`config.mk`:
```
export PLATFORM = sky130hd
export DESIGN_NAME = brake_light_window_hold_unit
export DESIGN_NICKNAME = d
export VERILOG_FILES = /design/src/rtl/blwh_pkg.sv /design/src/rtl/brake_light_window_hold_unit.sv
export VERILOG_INCLUDE_DIRS = /design/src /design/src/rtl
export SDC_FILE = /design/constraint.sdc
export NUM_CORES = 1
export LEC_CHECK = 0
export ABC_CLOCK_PERIOD_IN_PS = 18250
export BUFFER_PORTS_ARGS = -buffer_cell sky130_fd_sc_hd__buf_4
export CAP_MARGIN = 20
export CORE_UTILIZATION = 40
export CTS_CLUSTER_DIAMETER = 50
export DETAILED_ROUTE_END_ITERATION = 16
export HOLD_SLACK_MARGIN = 0.15
export PLACE_DENSITY_LB_ADDON = 0.3
export SKIP_CTS_REPAIR_TIMING = 1
export SKIP_LAST_GASP = 1
export SLEW_MARGIN = 5
export SYNTH_ARGS = -nofsm -noshare
export SYNTH_HDL_FRONTEND = slang
export SYNTH_SLANG_ARGS = --single-unit
```
`constraint.sdc`:
```
create_clock -name clk_i -period 18.25 [get_ports clk_i]
set_input_delay 1.825 -clock clk_i [delete_from_list [all_inputs] [get_ports clk_i]]
set_output_delay 1.825 -clock clk_i [all_outputs]
set_load 0.03 [all_outputs]
```
`src/rtl/brake_light_window_hold_unit_macros.svh`:
```
// Assertion macros for the brake light window hold unit.
// Each macro expects clk_i and rst_ni in the scope where it is used.
`ifndef BRAKE_LIGHT_WINDOW_HOLD_UNIT_MACROS_SVH
`define BRAKE_LIGHT_WINDOW_HOLD_UNIT_MACROS_SVH

`ifndef NO_ASSERTIONS

// Check that a condition holds at every clock edge out of reset.
`define BLWH_ASSERT(lbl, cond) \
  lbl: assert property (@(posedge clk_i) disable iff (!rst_ni) (cond)) \
    else $error("blwh assertion failed");

// Check that a cause implies an effect on the same edge.
`define BLWH_ASSERT_IMPL(lbl, cause, effect) \
  lbl: assert property (@(posedge clk_i) disable iff (!rst_ni) (cause) |-> (effect)) \
    else $error("blwh implication failed");

`else

`define BLWH_ASSERT(lbl, cond)
`define BLWH_ASSERT_IMPL(lbl, cause, effect)

`endif

`endif

```
`src/rtl/blwh_pkg.sv`:
```
package blwh_pkg;

  // Parameter defaults
  localparam int WINDOW_LEN_DEF  = 20;
  localparam int SAMPLE_BITS_DEF = 10;

  // Fixed field widths
  localparam int MEAN_W   = 10;
  localparam int THRESH_W = 10;
  localparam int LEVEL_W  = 8;
  localparam int TIMER_W  = 16;

  // Configuration port
  localparam int CFG_IDX_W  = 3;
  localparam int CFG_DATA_W = 16;

  // Result packing: mean, in_window, light_on, light_level, send_now
  localparam int RES_BITS   = MEAN_W + 1 + 1 + LEVEL_W + 1;
  localparam int RES_DATA_W = ((RES_BITS + 7) / 8) * 8;

  // Reset values of the configuration registers
  localparam logic [THRESH_W-1:0] WIN_LOW_RST  = THRESH_W'(165);
  localparam logic [THRESH_W-1:0] WIN_HIGH_RST = THRESH_W'(510);
  localparam logic [LEVEL_W-1:0]  BRIGHT_RST   = LEVEL_W'(150);
  localparam logic [TIMER_W-1:0]  HOLD_RST     = TIMER_W'(200);
  localparam logic [TIMER_W-1:0]  SEND_RST     = TIMER_W'(100);

  // Input command codes carried on tuser
  typedef enum logic {
    CMD_TICK   = 1'b0,
    CMD_SAMPLE = 1'b1
  } cmd_e;

  // Configuration register indexes
  typedef enum logic [CFG_IDX_W-1:0] {
    CFG_WINDOW_LOW  = 3'd0,
    CFG_WINDOW_HIGH = 3'd1,
    CFG_BRIGHTNESS  = 3'd2,
    CFG_HOLD_MS     = 3'd3,
    CFG_SEND_MS     = 3'd4
  } cfg_reg_e;

  typedef struct packed {
    logic               send_now;
    logic [LEVEL_W-1:0] light_level;
    logic               light_on;
    logic               in_window;
    logic [MEAN_W-1:0]  mean_value;
  } result_t;

endpackage

```
`src/rtl/brake_light_window_hold_unit.sv`:
```
// Brake light window comparator with hold.
//
// Input stream (s_axis_*): tuser carries the command (0 = one millisecond
// tick, 1 = new sample), tdata carries the raw pressure sample in its low
// bits. A sample transfer gives exactly one result transfer; a tick gives
// none and only advances the hold and send timers (both saturate at 65535).
// Output stream (m_axis_*): mean of the sample window, in-window flag, lamp
// state, PWM level and the send flag, packed in tdata.
// Throughput is one transfer per clock while the skid entry is empty: the
// window sum is updated in the input stage, and the divide-by-length
// multiply, compare and lamp/timer update sit in the result stage. A sample's
// sum is registered in the stage register, and its result in the output
// register before it is offered. A result register plus one skid entry decouple the two
// sides; s_axis_tready only drops while the skid entry is full, i.e. after
// the receiver has stalled with a result pending and another one arrived.
// Reset clears the sample window, the running sum, both timers and the lamp,
// and loads the threshold, brightness, hold and send period defaults.
// Configuration writes (cfg_*) are taken every clock and belong to idle time.
module brake_light_window_hold_unit #(
  parameter int WINDOW_LEN  = blwh_pkg::WINDOW_LEN_DEF,
  parameter int SAMPLE_BITS = blwh_pkg::SAMPLE_BITS_DEF
) (
  input  logic                                clk_i,
  input  logic                                rst_ni,
  // tdata: [SAMPLE_BITS-1:0] sample, zero padded to whole bytes
  input  logic                                s_axis_tvalid,
  output logic                                s_axis_tready,
  input  logic [((SAMPLE_BITS+7)/8)*8-1:0]    s_axis_tdata,
  // tuser: [0] cmd
  input  logic                                s_axis_tuser,
  output logic                                m_axis_tvalid,
  input  logic                                m_axis_tready,
  // tdata: [9:0] mean_value, [10] in_window, [11] light_on,
  //        [19:12] light_level, [20] send_now, upper bits zero
  output logic [blwh_pkg::RES_DATA_W-1:0]     m_axis_tdata,
  input  logic                                cfg_valid_i,
  output logic                                cfg_ready_o,
  input  logic [blwh_pkg::CFG_IDX_W-1:0]      cfg_index_i,
  input  logic [blwh_pkg::CFG_DATA_W-1:0]     cfg_data_i
);

  import blwh_pkg::*;

  `include "brake_light_window_hold_unit_macros.svh"

  localparam int SLOT_W  = (WINDOW_LEN > 1) ? $clog2(WINDOW_LEN) : 1;
  localparam int LOG_LEN = $clog2(WINDOW_LEN);
  // The sum of a full window fits in SUM_W bits
  localparam int SUM_W   = SAMPLE_BITS + LOG_LEN;
  // Exact division by WINDOW_LEN: floor(sum * RECIP / 2^SHIFT)
  localparam int SHIFT   = SUM_W + LOG_LEN;
  localparam int RECIP_W = SUM_W + 1;
  localparam int PROD_W  = SUM_W + RECIP_W;
  localparam logic [RECIP_W-1:0] RECIP =
    RECIP_W'(((64'd1 << SHIFT) + 64'(WINDOW_LEN) - 64'd1) / 64'(WINDOW_LEN));
  localparam int CMP_W   = (SAMPLE_BITS > THRESH_W) ? SAMPLE_BITS : THRESH_W;
  localparam logic [TIMER_W-1:0] TIMER_MAX = '1;

  // Configuration registers
  logic [THRESH_W-1:0] win_low_q, win_high_q;
  logic [LEVEL_W-1:0]  bright_q;
  logic [TIMER_W-1:0]  hold_ms_q, send_ms_q;

  // Input stage: sample ring and running sum
  logic [SAMPLE_BITS-1:0] ring_q [WINDOW_LEN];
  logic [SLOT_W-1:0]      slot_q, slot_d;
  logic [SUM_W-1:0]       sum_q, sum_d;
  logic [SAMPLE_BITS-1:0] sample;
  logic                   in_xfer, in_sample;

  // Stage register between the sum update and the compare
  logic             p_valid_q;
  logic             p_cmd_q;
  logic [SUM_W-1:0] p_sum_q;

  // Result stage state
  logic [TIMER_W-1:0] hold_q, hold_d;
  logic [TIMER_W-1:0] send_q, send_d;
  logic               lamp_q, lamp_d;

  logic               advance;
  logic               res_valid;
  logic [PROD_W-1:0]  prod;
  logic [CMP_W-1:0]   mean_ext;
  logic               in_win;
  logic               send_flag;
  result_t            res;

  // Output register and skid entry
  logic    out_valid_q, skid_valid_q;
  result_t out_q, skid_q;
  logic    out_take;

  // ---------------------------------------------------------------------------
  // Configuration
  // ---------------------------------------------------------------------------
  assign cfg_ready_o = 1'b1;

  always_ff @(posedge clk_i or negedge rst_ni) begin
    if (!rst_ni) begin
      win_low_q  <= WIN_LOW_RST;
      win_high_q <= WIN_HIGH_RST;
      bright_q   <= BRIGHT_RST;
      hold_ms_q  <= HOLD_RST;
      send_ms_q  <= SEND_RST;
    end else if (cfg_valid_i) begin
      case (cfg_reg_e'(cfg_index_i))
        CFG_WINDOW_LOW:  win_low_q  <= cfg_data_i[THRESH_W-1:0];
        CFG_WINDOW_HIGH: win_high_q <= cfg_data_i[THRESH_W-1:0];
        CFG_BRIGHTNESS:  bright_q   <= cfg_data_i[LEVEL_W-1:0];
        CFG_HOLD_MS:     hold_ms_q  <= cfg_data_i[TIMER_W-1:0];
        CFG_SEND_MS:     send_ms_q  <= cfg_data_i[TIMER_W-1:0];
        default: ; // drop writes to unused indexes
      endcase
    end
  end

  // ---------------------------------------------------------------------------
  // Input stage: replace the oldest sample and update the sum
  // ---------------------------------------------------------------------------
  // The whole pipe moves unless the skid entry holds a result.
  assign advance       = !skid_valid_q;
  assign s_axis_tready = advance;
  assign in_xfer       = s_axis_tvalid && advance;
  assign in_sample     = in_xfer && (cmd_e'(s_axis_tuser) == CMD_SAMPLE);
  assign sample        = s_axis_tdata[SAMPLE_BITS-1:0];

  always_comb begin
    sum_d  = sum_q - SUM_W'(ring_q[slot_q]) + SUM_W'(sample);
    slot_d = (slot_q == SLOT_W'(WINDOW_LEN - 1)) ? '0 : slot_q + SLOT_W'(1);
  end

  always_ff @(posedge clk_i or negedge rst_ni) begin
    if (!rst_ni) begin
      for (int i = 0; i < WINDOW_LEN; i++) begin
        ring_q[i] <= '0;
      end
      slot_q <= '0;
      sum_q  <= '0;
    end else if (in_sample) begin
      ring_q[slot_q] <= sample;
      slot_q         <= slot_d;
      sum_q          <= sum_d;
    end
  end

  always_ff @(posedge clk_i or negedge rst_ni) begin
    if (!rst_ni) begin
      p_valid_q <= 1'b0;
    end else if (advance) begin
      p_valid_q <= s_axis_tvalid;
    end
  end

  // Payload of the stage register needs no reset
  always_ff @(posedge clk_i) begin
    if (in_xfer) begin
      p_cmd_q <= s_axis_tuser;
      p_sum_q <= (cmd_e'(s_axis_tuser) == CMD_SAMPLE) ? sum_d : sum_q;
    end
  end

  // ---------------------------------------------------------------------------
  // Result stage: mean, window compare, lamp hold and send pacing
  // ---------------------------------------------------------------------------
  assign prod     = PROD_W'(p_sum_q) * PROD_W'(RECIP);
  assign mean_ext = CMP_W'(prod[SHIFT +: SAMPLE_BITS]);
  assign in_win   = (mean_ext >= CMP_W'(win_low_q)) && (mean_ext <= CMP_W'(win_high_q));

  always_comb begin
    hold_d    = hold_q;
    send_d    = send_q;
    lamp_d    = lamp_q;
    send_flag = 1'b0;
    if (p_valid_q) begin
      if (cmd_e'(p_cmd_q) == CMD_TICK) begin
        // advance both timers, saturating
        if (hold_q != TIMER_MAX) hold_d = hold_q + TIMER_W'(1);
        if (send_q != TIMER_MAX) send_d = send_q + TIMER_W'(1);
      end else if (in_win) begin
        hold_d = '0;
        lamp_d = 1'b1;
        if (send_q > send_ms_q) begin
          send_flag = 1'b1;
          send_d    = '0;
        end
      end else if (hold_q > hold_ms_q) begin
        lamp_d = 1'b0;
      end
    end
  end

  always_comb begin
    res.mean_value  = mean_ext[MEAN_W-1:0];
    res.in_window   = in_win;
    res.light_on    = lamp_d;
    res.light_level = lamp_d ? bright_q : '0;
    res.send_now    = send_flag;
  end

  assign res_valid = advance && p_valid_q && (cmd_e'(p_cmd_q) == CMD_SAMPLE);

  always_ff @(posedge clk_i or negedge rst_ni) begin
    if (!rst_ni) begin
      hold_q <= '0;
      send_q <= '0;
      lamp_q <= 1'b0;
    end else if (advance) begin
      hold_q <= hold_d;
      send_q <= send_d;
      lamp_q <= lamp_d;
    end
  end

  // ---------------------------------------------------------------------------
  // Output register with one skid entry
  // ---------------------------------------------------------------------------
  assign out_take = out_valid_q && m_axis_tready;

  always_ff @(posedge clk_i or negedge rst_ni) begin
    if (!rst_ni) begin
      out_valid_q  <= 1'b0;
      skid_valid_q <= 1'b0;
    end else begin
      if (out_take || !out_valid_q) begin
        out_valid_q  <= skid_valid_q || res_valid;
        skid_valid_q <= 1'b0;
      end else if (res_valid) begin
        // receiver stalled: park the new result
        skid_valid_q <= 1'b1;
      end
    end
  end

  always_ff @(posedge clk_i) begin
    if (out_take || !out_valid_q) begin
      out_q <= skid_valid_q ? skid_q : res;
    end else if (res_valid) begin
      skid_q <= res;
    end
  end

  assign m_axis_tvalid = out_valid_q;
  assign m_axis_tdata  = RES_DATA_W'(out_q);

  // ---------------------------------------------------------------------------
  // Assertions
  // ---------------------------------------------------------------------------
  `BLWH_ASSERT(a_skid_behind_out, !skid_valid_q || out_valid_q)
  `BLWH_ASSERT(a_slot_in_range, slot_q <= SLOT_W'(WINDOW_LEN - 1))
  `BLWH_ASSERT_IMPL(a_inside_lights, out_valid_q && out_q.in_window, out_q.light_on)
  `BLWH_ASSERT_IMPL(a_send_needs_inside, out_valid_q && out_q.send_now, out_q.in_window)

endmodule
```
# [After elaboration in Yosys (flattened, before gate mapping)]
# Cells that the tools add are included.
[word_totals] output_inout_bits=27 word_cells=119 reg_bits=374 input_bits=41
[classes] n_mul=1 n_lt_le_gt_ge=6 n_reduce_logical=23 addsub=5 bitwise_logic=3 n_eq_ne=9 muxes=27
[ops] cell="$bwmux W200" count=1
[ops] cell="$mux W16" count=7
[ops] cell="$bmux W10 S5" count=1
[ops] cell="$demux W10 S5" count=1
[ops] cell="$add A16 B1 Y16 const B" count=2
[ops] cell="$gt A16 B16 Y1" count=2
[ops] cell="$ne A16 B16 Y1 const B" count=2
[ops] cell="$mul A15 B16 Y30 const B" count=1
[ops] cell="$mux W10" count=3
[ops] cell="$mux W21" count=1
[ops] cell="$add A15 B10 Y15" count=1
[ops] cell="$mux W15" count=1
[ops] cell="$sub A15 B10 Y15" count=1
[ops] cell="$reduce_and A2 Y1" count=6
[ops] cell="$ge A10 B10 Y1" count=1
[ops] cell="$le A10 B10 Y1" count=1
[ops] cell="$mux W1" count=10
[ops] cell="$mux W8" count=1
[ops] cell="$logic_and A1 B1 Y1" count=7
[ops] cell="$eq A3 B2 Y1 const B" count=2
[ops] cell="$ge A6 B6 Y1 const B" count=1
[ops] cell="$lt A6 B1 Y1 const B" count=1
[ops] cell="$not A5 Y6" count=1
[ops] cell="$reduce_bool A2 Y1" count=3
[ops] cell="12 further kinds" count=16

# [Depth between registers and ports, before layout]
# Gate-level depths: netlist of the first run.
[depth] word_depth=8 ltp_mapped=35 depth_no_buf=32

# [Worst setup path before layout of the first run]
# OpenSTA, ideal clock, no wires.
[synth_timing] path_type="reg-to-reg" from="reg p_sum_q[13]" to="reg send_q[13]" slack_ns=11.072 setup_ns=0.079 stages_incl_launch_ff=35 path_buffers=2 arrival_time_ns=7.099 required_time_ns=18.171 synth_period_minus_slack_ns=7.178 path_cell_list="edfxtp_1 -> inv_1 -> ha_1 -> inv_1 -> fa_1 -> inv_1 -> fa_1 -> inv_1 -> ha_1 -> a21o_1 -> fa_1 -> inv_1 -> fa_1 -> inv_1 -> ha_1 -> o21ai_0 -> nor2_1 -> o311a_1 -> o41ai_2 -> a21oi_2 -> a21oi_1 -> nand2b_1 -> a221oi_1 -> ha_1 -> a21o_1 -> a21o_1 -> a21oi_1 -> o21ai_0 -> o31ai_1 -> and3b_1 -> buf_6 -> a21oi_4 -> buf_6 -> nor4_1 -> mux2i_1"
[synth_between] elab_chain_len=5 elab_cells_between_ends=6 classes_between="mul: 1; order compare: 2; eq/ne: 1; reduce/logical: 2"
[synth_lines] item="start: declaration" line="brake_light_window_hold_unit.sv:74" source="logic [SUM_W-1:0] p_sum_q;"
[synth_lines] item="start signal: assignment" line="brake_light_window_hold_unit.sv:159" source="p_sum_q <= (cmd_e'(s_axis_tuser) == CMD_SAMPLE) ? sum_d : sum_q;"
[synth_lines] item="$mul A15 B16 Y30 (*)" line="brake_light_window_hold_unit.sv:166" source="assign prod = PROD_W'(p_sum_q) * PROD_W'(RECIP);"
[synth_lines] item="named net prod[27]" line="brake_light_window_hold_unit.sv:83" source="logic [PROD_W-1:0] prod;"
[synth_lines] item="$ge A10 B10 Y1 or $le A10 B10 Y1 (tied branches)" line="brake_light_window_hold_unit.sv:168" source="assign in_win = (mean_ext >= CMP_W'(win_low_q)) && (mean_ext <= CMP_W'(win_high_q));"
[synth_lines] item="$logic_and A1 B1 Y1 (*)" line="brake_light_window_hold_unit.sv:168"
[synth_lines] item="$ne A2 B1 Y1 (no line) (*)"
[synth_lines] item="$reduce_and A5 Y1 (no line) (*)"
[synth_lines] item="end signal: assignment" line="brake_light_window_hold_unit.sv:210" source="send_q <= send_d;"
[synth_lines] item="end: declaration" line="brake_light_window_hold_unit.sv:78" source="logic [TIMER_W-1:0] send_q, send_d;"
# The timed path passes the listed nets; every way through them passes the cells marked *.
# A chain may end at the register's enable or synchronous reset.

# [Worst setup path after layout of the first run]
[layout_timing] from="reg p_sum_q[9]" to="reg send_q[10]"
# The elaborated chain is that of the path after synthesis.

==> reports/results.txt, run 1 <==
run status -> complete, no violations
Fillers -> 4975
Reg area -> 9680 um2
Final Hold Vio Count -> 0
number of buffers created by CTS -> 44
final worst path period need -> 9030 ps
WL/cell -> 17.3 um
Post-DRT Antenna Nets -> 0
Worst-Skew Late Latency -> 580 ps
setup TNS -> 0 ps
final period utilization -> 49.5%
worst hold path type -> flip-flop to flip-flop
WHS Path Cells -> 2
Syn Inst Count -> 1973
# Max-Cap Violations -> 0
# DRC -> 0
asr flop ratio synth -> 84.5%
slowest stage cell, crit path -> a221oi_1
first-pass GRT wire length -> 78600 um
CTS Sinks -> 374
Area contributors post-synth -> dfrtp_1, ha_1, edfxtp_1
core area -> 53700 um2
DR iter-0 viols -> 631
Diodes inserted -> 0
die area -> 55200 um2
post-synthesis sequential area ratio -> 44.6%
share of cells above drive strength 1 -> 17.9%
CP Capture Type -> flip-flop
Final #Nets -> 2306
syn avg cell area -> 11.0 um2
CTS Buffer Depth -> 3
area grow syn2layout -> 12.1%
initial antenna violation count -> 0
top-area cell type share of the netlist area -> 33.9%
# port buffers -> 57
clk_skew -> 33.5 ps
Multi-input gate area -> 10900 um2
Finished Layout Cells -> 2746
max incr delay on CP -> 750 ps
Ports -> 68
worst r2r path cells -> 30
Synth Cell Area -> 21700 um2
H-tree levels -> 2
Final Cell Area -> 24300 um2
Worst Path Required -> 18680 ps
placed cell areas -> 22800 um2
Seq cells post-synth -> 374
max-slew violation count -> 0
Syn. warnings -> 0
Die Height -> 235 um
leading area contributor after synthesis -> dfrtp_1
RSZ-0062 raised after global routing -> no
WP data arrival -> 9460 ps
max_slew headroom -> 25.3%
top_reg_cell synth -> dfrtp_1
CP Class -> flip-flop to flip-flop
dpl hpwl -> 33500 um
worst slew pin tran -> 1120 ps
CTS tree -> done
Placed Instances -> 2660
die width -> 235 um
via-per-instance ratio -> 5.20
Distinct cells, synth -> 71
setup violators final -> 0
drt pass-1 iters -> 4
crit path max fanout -> 21
Initial Utilization -> 40.4%
Post-synth EDFFs -> 58
CP Launch Type -> flip-flop
gr usage total -> 17.7%
routed wire length -> 47500 um
total grt overflow -> 0
gpl congestion -> 0.816
FP Rows -> 85
vias in the first global route -> 14800
Worst-path clk slew -> 60 ps
largest net degree at the start of global routing -> 96
Vias -> 14300
Max Fclk -> 111 MHz
CTS Root Cell -> clkbuf_16
==> cell type report <==
| class | instances | share of cell area, % |
|---|---|---|
| clock buffers | 64 | 5.29 |
| clock inverters | 17 | 0.689 |
| inverters | 197 | 3.04 |
| multi-input cells | 1318 | 44.9 |
| repair buffers | 80 | 2.68 |
| flip-flops and latches | 374 | 39.8 |
| well taps | 696 | 3.58 |
==> cells in the mapped netlist, types with 5 or more instances <==
library cell	instances
nand3_1	24
o21a_1	7
a211oi_1	5
nor4_1	10
nand2b_1	18
mux4_2	50
a21oi_1	35
buf_2	8
ha_1	184
and2_1	5
xor2_1	11
nor3_1	11
nand2_1	267
nor2b_1	19
dfstp_2	22
and3_1	6
or3_1	12
a21o_1	24
nand4_1	16
dfrtp_1	294
mux2i_1	25
fa_1	66
nor2_1	75
o21ai_0	215
a21boi_1	5
xnor2_1	31
o21ai_1	5
edfxtp_1	58
o211ai_1	6
inv_1	197
a21boi_0	5
mux2_2	120
clkbuf_1	66
buf_4	5
==> state kept, by name (all words and copies together) (netlist names), 5 cells and up <==
name and cells:
bright_q 8, send_q 16, ring_q 200, slot_q 5
send_ms_q 16, win_high_q 10, hold_q 16, hold_ms_q 16
skid_q 21, sum_q 15, p_sum_q 15, win_low_q 10
m_axis_tdata 21
==> path summary, 6_finish.rpt <==
path | start | endpoint | slack [ps]
hold / removal | ring_q[125] | ring_q[125] | 470
setup reg to reg | p_sum_q[9] | send_q[10] | 9220
max in group asynchronous | rst_ni | sum_q[3] | 15070
hold reg to reg | ring_q[125] | ring_q[125] | 470
setup / recovery | p_sum_q[9] | send_q[10] | 9220
min in group asynchronous | rst_ni | ring_q[188] | 1270
==> through the flow <==
step	hold WS, ps	worst slack (ps)	utilization (%)
2_1_floorplan	445	11070	-
3_3_place_gp	456	9460	42.4
3_5_place_dp	466	9340	42.4
4_1_cts	478	9190	45.2
5_1_grt	500	8680	45.3
6_report	473	9220	45.3
==> per-layer routing <==
layer | global-route usage, % | vias to the layer above | share of wire [%]
li1 | - | 6872 | -
met2 | 29.5 | 252 | 48
met4 | 5.56 | 0 | 2.5
met3 | 3.04 | 69 | 4.0
met5 | 0 | - | 0
met1 | 23.4 | 7093 | 46
==> placed cells by master (no fill, tap or decap), drive strengths merged, types with 6 or more instances in the layout <==
cell	netlist	final
nand4	16	16
mux2i	25	25
and3	6	6
nor2b	19	19
o211ai	6	6
clkbuf	66	64
nor4	10	10
xnor2	32	32
dfstp	22	22
dfrtp	294	294
ha	184	184
nor3	11	11
clkinv	0	8
fa	66	66
nand2	267	267
mux2	120	120
a21o	24	24
a21oi	37	37
o21a	7	7
a21boi	10	10
a211oi	6	6
edfxtp	58	58
nand2b	18	18
o21ai	221	221
or3	12	12
nand3	24	24
nor2	77	77
xor2	11	11
buf	20	80
mux4	50	50
inv	197	203
==> cells by family (layout without fill, tap and decap cells) <==
kind of cell / count (synthesis) / count (layout) / share of synthesized area [%]
and+or+nand+nor: 490 / 490 / 10.2
DFF: 374 / 374 / 44.6
AOI/OAI and AO/OA: 336 / 336 / 8.97
buffers and inverters: 283 / 358 / 5.13
adders and majority gates: 250 / 250 / 16.7
muxes: 195 / 195 / 12.6
xor gates and xnor gates: 43 / 43 / 1.77
other: 2 / 4 / 0.0346
==> critical path, delay by kind of cell, from the launching register on <==
family / cells / cell delay, ps
simple gates: 5 / 1800
buf+inv: 4 / 230
fa+ha+maj: 8 / 3430
compound gates: 13 / 2890
flops: 1 / 500
Power of run 1 is left out: the tool's default activity adds up to more than one toggle a clock period on the data nets, which glitch-free logic cannot reach.
==> run 2: changes to the inputs <==
- ABC_CLOCK_PERIOD_IN_PS: 18250 -> 7340
- clock period: 18.25 -> 7.34 ns (I/O delays scaled with it)
==> run 2 against run 1 <==
  * The run now ends with setup timing left
  * Design area is 4.6% higher
  * Non-clock buffer count rose by 76
  * Count of clock-buffer cells in the layout down 7
  * Die area is the same
  * Worst setup slack got worse by 9300 ps
==> reports/results.txt, run 2 (synthesized netlist as in run 1, its figures left out) <==
Ports -> 68 (unchanged)
FF-to-FF End -> send_q[12] (was send_q[10])
worst slew pin tran -> 1090 ps (was 1120 ps)
first-pass GRT wire length -> 80600 um (was 78600 um)
Max Fclk -> 136 MHz (was 111 MHz)
# port buffers -> 57 (unchanged)
run status -> complete, but fails checks (was complete, no violations)
most used cell, CP -> ha_1
via-per-instance ratio -> 5.18 (was 5.20)
DR iter-0 viols -> 776 (was 631)
Final Cell Area -> 25400 um2 (was 24300 um2)
CTS Sinks -> 374 (unchanged)
routed wire length -> 49700 um (was 47500 um)
CTS Root Cell -> clkbuf_16 (unchanged)
total grt overflow -> 0 (unchanged)
final period utilization -> 101% (was 49.5%)
slowest stage cell, crit path -> fa_2 (was a221oi_1)
Setup crit start -> p_sum_q[1] (was p_sum_q[9])
die width -> 235 um (unchanged)
Post-DRT Antenna Nets -> 0 (unchanged)
CP Capture Type -> flip-flop (unchanged)
most common cell after layout, fill and taps aside -> dfrtp_1 (unchanged)
crit path max fanout -> 8 (was 21)
WL/cell -> 17.6 um (was 17.3 um)
Final Hold Vio Count -> 0 (unchanged)
core area -> 53700 um2 (unchanged)
Vias -> 14600 (was 14300)
max_slew headroom -> 26.8% (was 25.3%)
Worst-path clk slew -> 60 ps (about the same)
max reg flops -> 200 (unchanged)
Core Util, Final -> 47.4% (was 45.3%)
area grow syn2layout -> 17.2% (was 12.1%)
vias in the first global route -> 15200 (was 14800)
Initial Utilization -> 40.4% (unchanged)
most frequent cells in the layout -> dfrtp_1, nand2_1, o21ai_0 (unchanged)
setup violators final -> 8 (was 0)
RSZ-0062 raised after global routing -> yes (was no)
largest net degree at the start of global routing -> 188 (was 96)
CTS Buffer Depth -> 3 (unchanged)
max incr delay on CP -> 580 ps (was 750 ps)
final worst path period need -> 7380 ps (was 9030 ps)
Top reg by flops -> ring_q (unchanged)
violated checks -> setup timing
CTS tree -> done (unchanged)
H-tree levels -> 2 (unchanged)
dpl hpwl -> 34400 um (was 33500 um)
final worst-path setup slack -> -37.5 ps (was 9220 ps)
gpl congestion -> 0.839 (was 0.816)
initial antenna violation count -> 0 (unchanged)
Final #Nets -> 2381 (was 2306)
gr usage total -> 18.2% (was 17.7%)
Finished Layout Cells -> 2821 (was 2746)
Die Height -> 235 um (unchanged)
CP Launch Type -> flip-flop (unchanged)
R2R Path Start -> p_sum_q[1] (was p_sum_q[9])
share of cells above drive strength 1 -> 23.6% (was 17.9%)
number of buffers created by CTS -> 43 (was 44)
reg-to-reg setup timing slack -> -40 ps (was 9220 ps)
max-slew violation count -> 0 (unchanged)
worst hold path type -> primary input to async pin (was flip-flop to flip-flop)
Diodes inserted -> 0 (unchanged)
clk_skew -> 30.2 ps (was 33.5 ps)
FP Rows -> 85 (unchanged)
worst r2r path cells -> 28 (was 30)
# Max-Cap Violations -> 0 (unchanged)
Worst-Skew Late Latency -> 570 ps (was 580 ps)
CP Class -> flip-flop to flip-flop (unchanged)
Worst Path Required -> 7820 ps (was 18680 ps)
# DRC -> 0 (unchanged)
Placed Instances -> 2724 (was 2660)
placed cell areas -> 23300 um2 (was 22800 um2)
drt pass-1 iters -> 5 (was 4)
WP data arrival -> 7860 ps (was 9460 ps)
die area -> 55200 um2 (unchanged)
==> run 2: layer usage <==
metal / global-route usage (%) / up-vias / wire length (um)
met1: 24.2 / 7291 / 22500
met4: 4.84 / 0 / 1020
li1: - / 7023 / -
met2: 31.2 / 239 / 24300
met5: 0 / - / 0
met3: 2.43 / 66 / 1780
==> run 2: how the worst max path moves through the flow <==
stage                 end  slack [ps]  cells after the start
2_1_floorplan  send_q[13]         160                     34
3_3_place_gp   send_q[10]        -280                     33
3_5_place_dp   send_q[10]        -350                     33
4_1_cts        send_q[10]        -380                     33
5_1_grt        send_q[14]        -300                     31
6_report       send_q[12]         -40                     28
==> run 2: cell type report <==
cell class | instances | area, um2
clock inverter | 23 | 256
tap | 696 | 871
multi-input combinational | 1318 | 11400
fill | 4856 | 28300
timing repair buffer | 156 | 1260
sequential | 374 | 9680
clock buffer | 57 | 1210
inverter | 197 | 739
==> run 2: per-stage QoR <==
stage / setup WS [ps] / TNS (ps) / hold WS [ps]
final: -37.5 / -141 / 242
after global routing: -302 / -6840 / 372
after CTS: -382 / -8770 / 312
after detailed placement: -346 / -7500 / 466
after global placement: -285 / -3910 / 456
after floorplan: 162 / 0 / 438
==> run 2: critical path, delay by kind of cell, from the launching register on <==
family / cells / cell delay (ps)
adder cells (fa/ha/maj): 8 / 3340
AO/OA/AOI/OAI: 11 / 1720
AND/OR/NAND/NOR: 4 / 1110
flip-flops: 1 / 460
buffers and inverters: 4 / 450
XOR/XNOR: 1 / 190
Power of run 2 is left out for the same reason.
